--- src/pdf_eof_overlay_detector_core_assert.svh ---
// Assertion macros shared by the detector modules.
// They expect clk and rst_n to be in scope.
`ifndef PDF_EOF_OVERLAY_DETECTOR_CORE_ASSERT_SVH
`define PDF_EOF_OVERLAY_DETECTOR_CORE_ASSERT_SVH

// Same-cycle implication.
`define PDFEOF_ASSERT_IMP(label, ante, cons) \
  label: assert property (@(posedge clk) disable iff (!rst_n) (ante) |-> (cons)) \
    else $error("pdfeof same-cycle check failed");

// Next-cycle implication.
`define PDFEOF_ASSERT_NXT(label, ante, cons) \
  label: assert property (@(posedge clk) disable iff (!rst_n) (ante) |=> (cons)) \
    else $error("pdfeof next-cycle check failed");

`endif

--- src/pdfeof_pkg.sv ---
package pdfeof_pkg;

  localparam int SIZE_BITS_DEF = 32;
  localparam int OUT_W         = 32;
  localparam int WIN_W         = 17;
  localparam int THR_W         = 16;
  localparam int CFG_IDX_W     = 1;

  localparam logic [WIN_W-1:0] WINDOW_RST    = WIN_W'(65536);
  localparam logic [THR_W-1:0] THRESHOLD_RST = THR_W'(16);
  localparam int               MIN_LEN       = 6;
  localparam int               MARKER_TAIL   = 4;
  localparam int               MAGIC_LEN     = 5;

  localparam logic [CFG_IDX_W-1:0] CFG_WINDOW_SIZE = 1'b0;
  localparam logic [CFG_IDX_W-1:0] CFG_OVL_LIMIT   = 1'b1;

  localparam logic [7:0] CH_PCT  = 8'h25;
  localparam logic [7:0] CH_P    = 8'h50;
  localparam logic [7:0] CH_D    = 8'h44;
  localparam logic [7:0] CH_F    = 8'h46;
  localparam logic [7:0] CH_DASH = 8'h2D;
  localparam logic [7:0] CH_E    = 8'h45;
  localparam logic [7:0] CH_O    = 8'h4F;
  localparam logic [7:0] CH_CR   = 8'h0D;
  localparam logic [7:0] CH_LF   = 8'h0A;
  localparam logic [7:0] CH_SP   = 8'h20;
  localparam logic [7:0] CH_TAB  = 8'h09;
  localparam logic [7:0] CH_NUL  = 8'h00;

  typedef struct packed {
    logic [7:0] data_byte;
    logic       end_of_file;
  } in_word_t;

  typedef struct packed {
    logic             detected;
    logic             marker_found;
    logic [OUT_W-1:0] logical_size;
    logic [OUT_W-1:0] overlay_bytes;
  } out_word_t;

  // Per-file flags captured with the final byte.
  typedef struct packed {
    logic valid;
    logic header_ok;
    logic marker_seen;
  } snap_flags_t;

  // Expected header byte at positions 0 to 4.
  function automatic logic [7:0] magic_at(input logic [2:0] idx);
    logic [7:0] r;
    case (idx)
      3'd0:    r = CH_PCT;
      3'd1:    r = CH_P;
      3'd2:    r = CH_D;
      3'd3:    r = CH_F;
      3'd4:    r = CH_DASH;
      default: r = CH_NUL;
    endcase
    return r;
  endfunction

  function automatic logic is_pad(input logic [7:0] c);
    return (c == CH_CR) || (c == CH_LF) || (c == CH_SP) || (c == CH_TAB) || (c == CH_NUL);
  endfunction

endpackage

--- src/pdf_eof_overlay_detector_core.sv ---
// Channel  | Ports                          | Word
// input    | in_valid, in_stall, in_word    | in_word_t: data_byte, end_of_file
// result   | out_valid, out_stall, out_word | out_word_t: detected, marker_found,
//          |                                |   logical_size, overlay_bytes
// config   | cfg_we, cfg_index, cfg_wdata   | 0 window_size, 1 overlay limit
//
// The byte scanner takes one byte every cycle while in_stall is low, updating all per-file
// state with it. A file's summary is registered with its final byte and then in out_word.
// Reset is synchronous on rst_n; the scanner also clears itself after each final byte.
// in_stall rises only when a finished file summary waits behind a stalled result word.
module pdf_eof_overlay_detector_core
  import pdfeof_pkg::*;
#(
  parameter int SIZE_BITS = SIZE_BITS_DEF
) (
  input  logic                 clk,
  input  logic                 rst_n,
  input  logic                 in_valid,
  output logic                 in_stall,
  input  in_word_t             in_word,
  output logic                 out_valid,
  input  logic                 out_stall,
  output out_word_t            out_word,
  input  logic                 cfg_we,
  input  logic [CFG_IDX_W-1:0] cfg_index,
  input  logic [WIN_W-1:0]     cfg_wdata
);

  logic [WIN_W-1:0]     window_r, window_nxt;
  logic [THR_W-1:0]     thr_r, thr_nxt;

  snap_flags_t          snap_flags;
  logic [SIZE_BITS-1:0] snap_fsize, snap_mstart, snap_pend;
  logic                 snap_ready;

  always_comb begin
    window_nxt = window_r;
    thr_nxt    = thr_r;
    if (cfg_we) begin
      unique case (cfg_index)
        CFG_WINDOW_SIZE: window_nxt = cfg_wdata;
        CFG_OVL_LIMIT:   thr_nxt    = cfg_wdata[THR_W-1:0];
        default: ;
      endcase
    end
  end

  always_ff @(posedge clk) begin
    if (!rst_n) begin
      window_r <= WINDOW_RST;
      thr_r    <= THRESHOLD_RST;
    end else begin
      window_r <= window_nxt;
      thr_r    <= thr_nxt;
    end
  end

  pdfeof_scan #(
    .SIZE_BITS(SIZE_BITS)
  ) u_scan (
    .clk        (clk),
    .rst_n      (rst_n),
    .in_valid   (in_valid),
    .in_stall   (in_stall),
    .in_word    (in_word),
    .snap_ready (snap_ready),
    .snap_flags (snap_flags),
    .snap_fsize (snap_fsize),
    .snap_mstart(snap_mstart),
    .snap_pend  (snap_pend)
  );

  pdfeof_report #(
    .SIZE_BITS(SIZE_BITS)
  ) u_report (
    .clk              (clk),
    .rst_n            (rst_n),
    .window_size      (window_r),
    .ovl_limit        (thr_r),
    .snap_flags       (snap_flags),
    .snap_fsize       (snap_fsize),
    .snap_mstart      (snap_mstart),
    .snap_pend        (snap_pend),
    .snap_ready       (snap_ready),
    .out_valid        (out_valid),
    .out_stall        (out_stall),
    .out_word         (out_word)
  );

endmodule

--- src/pdfeof_scan.sv ---
`include "pdf_eof_overlay_detector_core_assert.svh"

module pdfeof_scan
  import pdfeof_pkg::*;
#(
  parameter int SIZE_BITS = SIZE_BITS_DEF
) (
  input  logic                 clk,
  input  logic                 rst_n,
  input  logic                 in_valid,
  output logic                 in_stall,
  input  in_word_t             in_word,
  input  logic                 snap_ready,
  output snap_flags_t          snap_flags,
  output logic [SIZE_BITS-1:0] snap_fsize,
  output logic [SIZE_BITS-1:0] snap_mstart,
  output logic [SIZE_BITS-1:0] snap_pend
);

  localparam logic [SIZE_BITS-1:0] POS_MAX = '1;

  logic [SIZE_BITS-1:0] pos_r, pos_nxt;
  logic                 hdr_r, hdr_nxt;
  logic [7:0]           recent_r [MARKER_TAIL];
  logic                 seen_r, seen_nxt;
  logic [SIZE_BITS-1:0] mstart_r, mstart_nxt;
  logic [SIZE_BITS-1:0] pend_r, pend_nxt;
  logic                 pad_open_r, pad_open_nxt;

  logic                 snap_v_r, snap_v_nxt;
  logic                 snap_hdr_r, snap_seen_r;
  logic [SIZE_BITS-1:0] snap_fsize_r, snap_mstart_r, snap_pend_r;

  logic                 accept;
  logic [7:0]           b;
  logic                 pos_lt5;
  logic                 eof_hit;
  logic [SIZE_BITS-1:0] pos_inc;

  assign in_stall = snap_v_r && !snap_ready;
  assign accept   = in_valid && !in_stall;
  assign b        = in_word.data_byte;
  assign pos_lt5  = pos_r < SIZE_BITS'(MAGIC_LEN);
  assign pos_inc  = (pos_r == POS_MAX) ? pos_r : pos_r + SIZE_BITS'(1);
  assign eof_hit  = (pos_r >= SIZE_BITS'(MARKER_TAIL)) && (b == CH_F) &&
                    (recent_r[0] == CH_PCT) && (recent_r[1] == CH_PCT) &&
                    (recent_r[2] == CH_E) && (recent_r[3] == CH_O);

  always_comb begin
    hdr_nxt      = hdr_r && !(pos_lt5 && (b != magic_at(pos_r[2:0])));
    seen_nxt     = seen_r;
    mstart_nxt   = mstart_r;
    pend_nxt     = pend_r;
    pad_open_nxt = pad_open_r;
    pos_nxt      = pos_inc;
    if (eof_hit) begin
      seen_nxt     = 1'b1;
      mstart_nxt   = pos_r - SIZE_BITS'(MARKER_TAIL);
      pend_nxt     = pos_inc;
      pad_open_nxt = 1'b1;
    end else if (pad_open_r) begin
      if (is_pad(b)) begin
        pend_nxt = pos_inc;
      end else begin
        pad_open_nxt = 1'b0;
      end
    end
  end

  always_comb begin
    snap_v_nxt = snap_v_r;
    if (accept && in_word.end_of_file) begin
      snap_v_nxt = 1'b1;
    end else if (snap_ready) begin
      snap_v_nxt = 1'b0;
    end
  end

  always_ff @(posedge clk) begin
    if (!rst_n) begin
      pos_r      <= '0;
      hdr_r      <= 1'b1;
      seen_r     <= 1'b0;
      mstart_r   <= '0;
      pend_r     <= '0;
      pad_open_r <= 1'b0;
      for (int i = 0; i < MARKER_TAIL; i++) begin
        recent_r[i] <= 8'h00;
      end
    end else if (accept) begin
      if (in_word.end_of_file) begin
        // clear for the next file
        pos_r      <= '0;
        hdr_r      <= 1'b1;
        seen_r     <= 1'b0;
        mstart_r   <= '0;
        pend_r     <= '0;
        pad_open_r <= 1'b0;
        for (int i = 0; i < MARKER_TAIL; i++) begin
          recent_r[i] <= 8'h00;
        end
      end else begin
        pos_r      <= pos_nxt;
        hdr_r      <= hdr_nxt;
        seen_r     <= seen_nxt;
        mstart_r   <= mstart_nxt;
        pend_r     <= pend_nxt;
        pad_open_r <= pad_open_nxt;
        for (int i = 0; i < MARKER_TAIL - 1; i++) begin
          recent_r[i] <= recent_r[i+1];
        end
        recent_r[MARKER_TAIL-1] <= b;
      end
    end
  end

  always_ff @(posedge clk) begin
    if (!rst_n) begin
      snap_v_r <= 1'b0;
    end else begin
      snap_v_r <= snap_v_nxt;
    end
  end

  // capture the file summary with the final byte's updates folded in
  always_ff @(posedge clk) begin
    if (accept && in_word.end_of_file) begin
      snap_hdr_r    <= hdr_nxt;
      snap_seen_r   <= seen_nxt;
      snap_fsize_r  <= pos_inc;
      snap_mstart_r <= mstart_nxt;
      snap_pend_r   <= pend_nxt;
    end
  end

  assign snap_flags.valid       = snap_v_r;
  assign snap_flags.header_ok   = snap_hdr_r;
  assign snap_flags.marker_seen = snap_seen_r;
  assign snap_fsize             = snap_fsize_r;
  assign snap_mstart            = snap_mstart_r;
  assign snap_pend              = snap_pend_r;

  `PDFEOF_ASSERT_NXT(a_pos_clear, accept && in_word.end_of_file, pos_r == '0)
  `PDFEOF_ASSERT_IMP(a_pad_needs_marker, pad_open_r, seen_r)
  `PDFEOF_ASSERT_IMP(a_hdr_rise_at_eof, $rose(hdr_r), $past(accept && in_word.end_of_file))

endmodule

--- src/pdfeof_report.sv ---
`include "pdf_eof_overlay_detector_core_assert.svh"

module pdfeof_report
  import pdfeof_pkg::*;
#(
  parameter int SIZE_BITS = SIZE_BITS_DEF
) (
  input  logic                 clk,
  input  logic                 rst_n,
  input  logic [WIN_W-1:0]     window_size,
  input  logic [THR_W-1:0]     ovl_limit,
  input  snap_flags_t          snap_flags,
  input  logic [SIZE_BITS-1:0] snap_fsize,
  input  logic [SIZE_BITS-1:0] snap_mstart,
  input  logic [SIZE_BITS-1:0] snap_pend,
  output logic                 snap_ready,
  output logic                 out_valid,
  input  logic                 out_stall,
  output out_word_t            out_word
);

  logic                 out_valid_r, out_valid_nxt;
  out_word_t            out_word_r, out_word_nxt;

  logic [SIZE_BITS-1:0] win, thr, chk, span, tail, logical, overlay;
  logic                 found, use_pad;
  logic [SIZE_BITS+OUT_W-1:0] logical_ext, overlay_ext;

  assign snap_ready = !out_valid_r || !out_stall;

  always_comb begin
    win     = SIZE_BITS'(window_size);
    thr     = SIZE_BITS'(ovl_limit);
    chk     = (win < snap_fsize) ? win : snap_fsize;
    span    = snap_fsize - snap_mstart;
    tail    = snap_fsize - snap_pend;
    found   = snap_flags.header_ok && snap_flags.marker_seen &&
              (snap_fsize >= SIZE_BITS'(MIN_LEN)) && (chk >= SIZE_BITS'(MIN_LEN)) &&
              (snap_mstart <= snap_fsize) && (span <= chk);
    use_pad = found && (snap_pend <= snap_fsize);
    logical = use_pad ? snap_pend : snap_fsize;
    overlay = use_pad ? tail : '0;
    // keep the low output bits, zero-filling when sizes are narrower
    logical_ext = {{OUT_W{1'b0}}, logical};
    overlay_ext = {{OUT_W{1'b0}}, overlay};
    out_word_nxt.detected      = found && (overlay > thr);
    out_word_nxt.marker_found  = found;
    out_word_nxt.logical_size  = logical_ext[OUT_W-1:0];
    out_word_nxt.overlay_bytes = overlay_ext[OUT_W-1:0];
  end

  always_comb begin
    out_valid_nxt = out_valid_r;
    if (snap_ready) begin
      out_valid_nxt = snap_flags.valid;
    end
  end

  always_ff @(posedge clk) begin
    if (!rst_n) begin
      out_valid_r <= 1'b0;
    end else begin
      out_valid_r <= out_valid_nxt;
    end
  end

  always_ff @(posedge clk) begin
    if (snap_ready && snap_flags.valid) begin
      out_word_r <= out_word_nxt;
    end
  end

  assign out_valid = out_valid_r;
  assign out_word  = out_word_r;

  `PDFEOF_ASSERT_IMP(a_detect_needs_marker, out_valid_r && out_word_r.detected,
                     out_word_r.marker_found)
  `PDFEOF_ASSERT_NXT(a_snap_moves_out, snap_flags.valid && snap_ready, out_valid_r)
  `PDFEOF_ASSERT_IMP(a_no_marker_no_overlay, out_valid_r && !out_word_r.marker_found,
                     out_word_r.overlay_bytes == '0)

endmodule

--- config.mk ---
export PLATFORM = sky130hd
export DESIGN_NAME = pdf_eof_overlay_detector_core
export DESIGN_NICKNAME = d
export VERILOG_FILES = /design/src/pdfeof_pkg.sv /design/src/pdf_eof_overlay_detector_core.sv /design/src/pdfeof_scan.sv /design/src/pdfeof_report.sv
export VERILOG_INCLUDE_DIRS = /design/src /design/src/src
export SDC_FILE = /design/constraint.sdc
export NUM_CORES = 1
export LEC_CHECK = 0
export BUFFER_PORTS_ARGS = -buffer_cell sky130_fd_sc_hd__buf_2
export CAP_MARGIN = 5
export CELL_PAD_IN_SITES_DETAIL_PLACEMENT = 0
export CELL_PAD_IN_SITES_GLOBAL_PLACEMENT = 2
export CORE_MARGIN = 2
export CORE_UTILIZATION = 36
export CTS_CLUSTER_DIAMETER = 80
export DETAILED_ROUTE_END_ITERATION = 12
export PLACE_DENSITY_LB_ADDON = 0.1
export SETUP_SLACK_MARGIN = 0.02
export SLEW_MARGIN = 10
export SYNTH_ARGS = -nofsm -noshare
export SYNTH_HDL_FRONTEND = slang
export SYNTH_SLANG_ARGS = --single-unit
export TNS_END_PERCENT = 50
--- constraint.sdc ---
create_clock -name clk -period 6.66 [get_ports clk]
set_input_delay 1.332 -clock clk [delete_from_list [all_inputs] [get_ports clk]]
set_output_delay 1.332 -clock clk [all_outputs]
set_load 0.005 [all_outputs]
==> summary.txt <==
Run status
  – Outcome: completed

GRT
  – M3 GR Usage: 0.0271
  – Largest net degree at the start of global routing: 70
  – Initial antenna violation count: 0
  – Global-route wire length before repair: 84600 um
  – Busiest grt layer: met2
  – Tot GR Track Use: 0.205
  – Remaining Overflow, GRT: 0
  – Met1 Track Usage GR: 0.290
  – Vias in the first global route: 14400
  – Grt met2 use: 0.323

Finish
  – Utilization after layout: 0.437
  – Design area: 0.0225 mm^2
  – Diode count: 0
  – Fin nets: 2328
  – Fin cells: 2869
  – Filler Cells Inserted: 5066
  – Layout cells sized above 1: 0.181
  – Area Overhead vs Synth: 19.8%

Routing
  – DRC Markers: 0
  – DRT antenna net count: 0
  – Vias/cell: 5.06
  – Drt pass-1 iters: 6
  – WL/cell: 19.1 um
  – Vias post-DR: 14500
  – Drt first-iter violations: 843
  – Post-Route WL: 54900 um

Synthesis
  – Mux contribution to synthesized area: 0.0267
  – Post-synth EDFFs: 188
  – Synth warnings: 0
  – XOR/XNOR Fraction of Synth Area: 0.0559
  – Synth Area in Simple Gates: 0.162
  – Flops & latches, synth: 330
  – Syn_area_per_cell: 9.56 um^2
  – Synth Area in Compound Gates: 0.159
  – Adder-cell area share of the yosys netlist: 0.0927
  – Largest family of logic cells by synthesized area: simple AND/OR/NAND/NOR gates
  – Asr flop ratio synth: 0
  – Seq/Total Area, Yosys: 0.452
  – Distinct cell type count after synthesis: 84
  – Ys flop type: edfxtp_1
  – Mapped Cells: 1967
  – Synthesized area: 0.0188 mm^2

STA
  – Unrepaired setup endpoints after global routing: yes
  – Slew Limit Headroom: 0.324
  – Count of final setup violators: 0
  – Max-slew violation count: 0
  – Slew @ Worst Pin: 1.01 ns
  – Max Fclk: 0.152 GHz
  – Clk_skew: 0.0238 ns
  – Period minus WS final: 6.58 ns
  – Fin. Hold Viols: 0
  – Period utilization: 0.988

Power
  – Leak: 9.25 nW
  – PD cells: 222 mW/mm^2
  – Clock power share: 0.457
  – Sw Share: 0.243
  – Max rail drop VDD: 0.147 mV
  – Seq pwr share: 0.444
  – Comb pwr share: 0.100
  – Net load switching power: 1.22 mW
  – Cell Int Power: 3.78 mW

Hold path
  – Hold Startpoint: u_scan.pend_r[11]
  – Hold Crit Class: reg -> reg

Place
  – Port Buf Inserts: 99
  – Final Wtd Congestion: 0.889
  – Post-DP Area: 0.0208 mm^2
  – Detailed placement HPWL: 42700 um
  – Placed cell count: 2785

Worst setup path
  – Kind of critical path: reg -> reg
  – Slowest stage cell, crit path: or4_4
  – CP Data Required Time: 6.94 ns
  – CP arrival: 6.86 ns
  – Reg2Reg Capture Point: u_report.out_word[65]
  – Worst-path maximum fanout: 8
  – R2r worst-path depth: 35
  – Critical path destination: u_report.out_word[65]
  – Startpoint type of the worst setup path: flop
  – Critical path origin: u_scan.snap_fsize[0]
  – Worst Setup End Kind: flop
  – Reg-to-Reg Start: u_scan.snap_fsize[0]
  – Reg2reg setup slack: 0.08 ns
  – Largest stage delay on the critical path: 0.42 ns

CTS
  – Clock buffer depth: 3
  – CTS Sinks: 330
  – CTS tree: built
  – Clock transition at path regs: 0.06 ns
  – Clk_lat worst skew: 0.57 ns
  – H-tree Lvls: 2
  – Root buffer cell: clkbuf_16
  – CTS Buf Count: 40

Run
  – Max-cap violations: 0

Floorplanning
  – IO Pins: 100
  – Initial Util: 0.365
  – Core area: 0.0515 mm^2
  – Num rows: 83
  – DIE WIDTH: 232 um
  – Die area: 0.0541 mm^2
  – Die height: 232 um
[cells by family (layout without fill, tap and decap cells)]
kind of cell / after synthesis / in the layout
compound gates: 467 / 467
buf+inv: 245 / 453
simple gates: 621 / 621
flops: 330 / 330
xor+xnor: 119 / 119
other cells: 1 / 15
mux: 46 / 46
fa+ha+maj: 138 / 138
[cell type report]
class	count	area, um^2	area share
multi-input combinational	1406	9710	0.431
timing repair buffer	232	1530	0.0677
inverter	148	557	0.0247
clock inverter	19	265	0.0118
sequential	330	8490	0.377
clock buffer	54	1120	0.0499
tap	680	851	0.0378
[metrics by stage]
stage	setup TNS, ns	setup WS [ns]	total power, mW	hold slack [ns]
6_report	0	0.0832	5.00	0.453
5_1_grt	-0.363	-0.363	5.19	0.471
4_1_cts	0	0.0203	5.06	0.455
3_5_place_dp	-0.517	-0.517	2.74	0.442
3_3_place_gp	-0.390	-0.390	2.74	0.435
2_1_floorplan	-0.0632	-0.0632	2.55	0.423
[worst max-delay path: cells and delay by family, from the launching register on]
family          cells  cell delay (ns)
compound gates     14             2.27
simple gates       11             1.94
fa+ha+maj           4             0.97
buf+inv             5             0.58
flops               1             0.41
xor+xnor            1             0.11
[per-layer routing]
| metal | vias to the layer above | part of all wire |
|---|---|---|
| met4 | 0 | 0.029 |
| met1 | 6800 | 0.50 |
| met5 | - | 0 |
| met2 | 247 | 0.44 |
| met3 | 78 | 0.033 |
| li1 | 7379 | - |
[power by group through the flow]
stage          sequential [mW]  clock [mW]  combinational (mW)
2_1_floorplan             2.26           0               0.298
3_5_place_dp              2.26           0               0.481
4_1_cts                   2.22        2.34               0.498
5_1_grt                   2.22        2.41               0.557
3_3_place_gp              2.26           0               0.479
6_report                  2.22        2.28               0.498
[Yosys cell counts (all sizes together), types with 4 or more instances]
master / instances / area [um^2]
o31ai: 4 / 30.0
buf: 21 / 124
clkbuf: 76 / 285
o22ai: 4 / 25.0
nor3: 34 / 181
and4: 5 / 43.8
nor2: 131 / 494
xor2: 50 / 438
a211oi: 12 / 90.1
a21o: 38 / 285
a31oi: 5 / 31.3
or4: 10 / 83.8
nor4bb: 4 / 40.0
a21boi: 39 / 293
a22o: 45 / 394
mux2i: 19 / 190
o21a: 9 / 67.6
nor4: 22 / 159
o21bai: 7 / 52.6
a22oi: 6 / 45.0
or2: 5 / 31.3
and3: 29 / 181
nand3: 35 / 180
nor2b: 36 / 225
xnor2: 69 / 612
a21oi: 127 / 639
ha: 136 / 1700
nand2b: 18 / 113
inv: 147 / 552
nand4: 36 / 225
mux2: 27 / 312
or3: 11 / 73.8
and2: 11 / 68.8
nor3b: 9 / 67.6
nand2: 218 / 818
edfxtp: 188 / 5650
o221ai: 4 / 35.0
dfxtp: 142 / 2840
o21ai: 125 / 644
o211ai: 13 / 97.6
[worst min-delay path by stage]
stage                              endpoint  slack [ns]  depth (start not counted)
after floorplan           u_scan.pad_open_r        0.42                          2
after global placement    u_scan.pend_r[13]        0.43                          2
after detailed placement  u_scan.pend_r[23]        0.44                          2
after CTS                 u_scan.pend_r[23]        0.46                          2
after global routing      u_scan.pend_r[24]        0.47                          2
final                     u_scan.pend_r[11]        0.45                          2
[flip-flops by register name (all words and copies together) (netlist names)]
name / count
window_r: 17
u_scan.snap_hdr_r: 1
u_scan.snap_seen_r: 1
u_scan.snap_fsize: 32
thr_r: 16
u_scan.hdr_r: 1
u_scan.recent_r: 32
u_scan.snap_v_r: 1
u_scan.pad_open_r: 1
u_scan.snap_pend: 32
u_scan.snap_mstart: 32
u_scan.seen_r: 1
u_scan.pos_r: 32
u_report.out_word: 66
u_scan.mstart_r: 32
u_scan.pend_r: 32
u_report.out_valid: 1
[what timing repair did]
item,4_1_cts,5_1_grt
gates cloned,0,0
pin swaps,40,19
setup buffers,6,5
setup endpoints to repair,1,1
gates resized for setup,49,12
hold buffers,0,0
[placed cells by master (no fill, tap or decap), types with 32 or more instances in the layout]
cell / n
nand2_1: 218
edfxtp_1: 188
inv_1: 144
dfxtp_1: 142
ha_1: 130
buf_4: 128
nor2_1: 121
a21oi_1: 121
o21ai_0: 113
buf_2: 99
xnor2_1: 68
xor2_1: 50
a22o_1: 45
clkbuf_16: 41
a21o_1: 38
nand4_1: 36
a21boi_0: 35
nor2b_1: 34
nand3_1: 32
No activity file was read; power rests on OpenSTA's default activity.
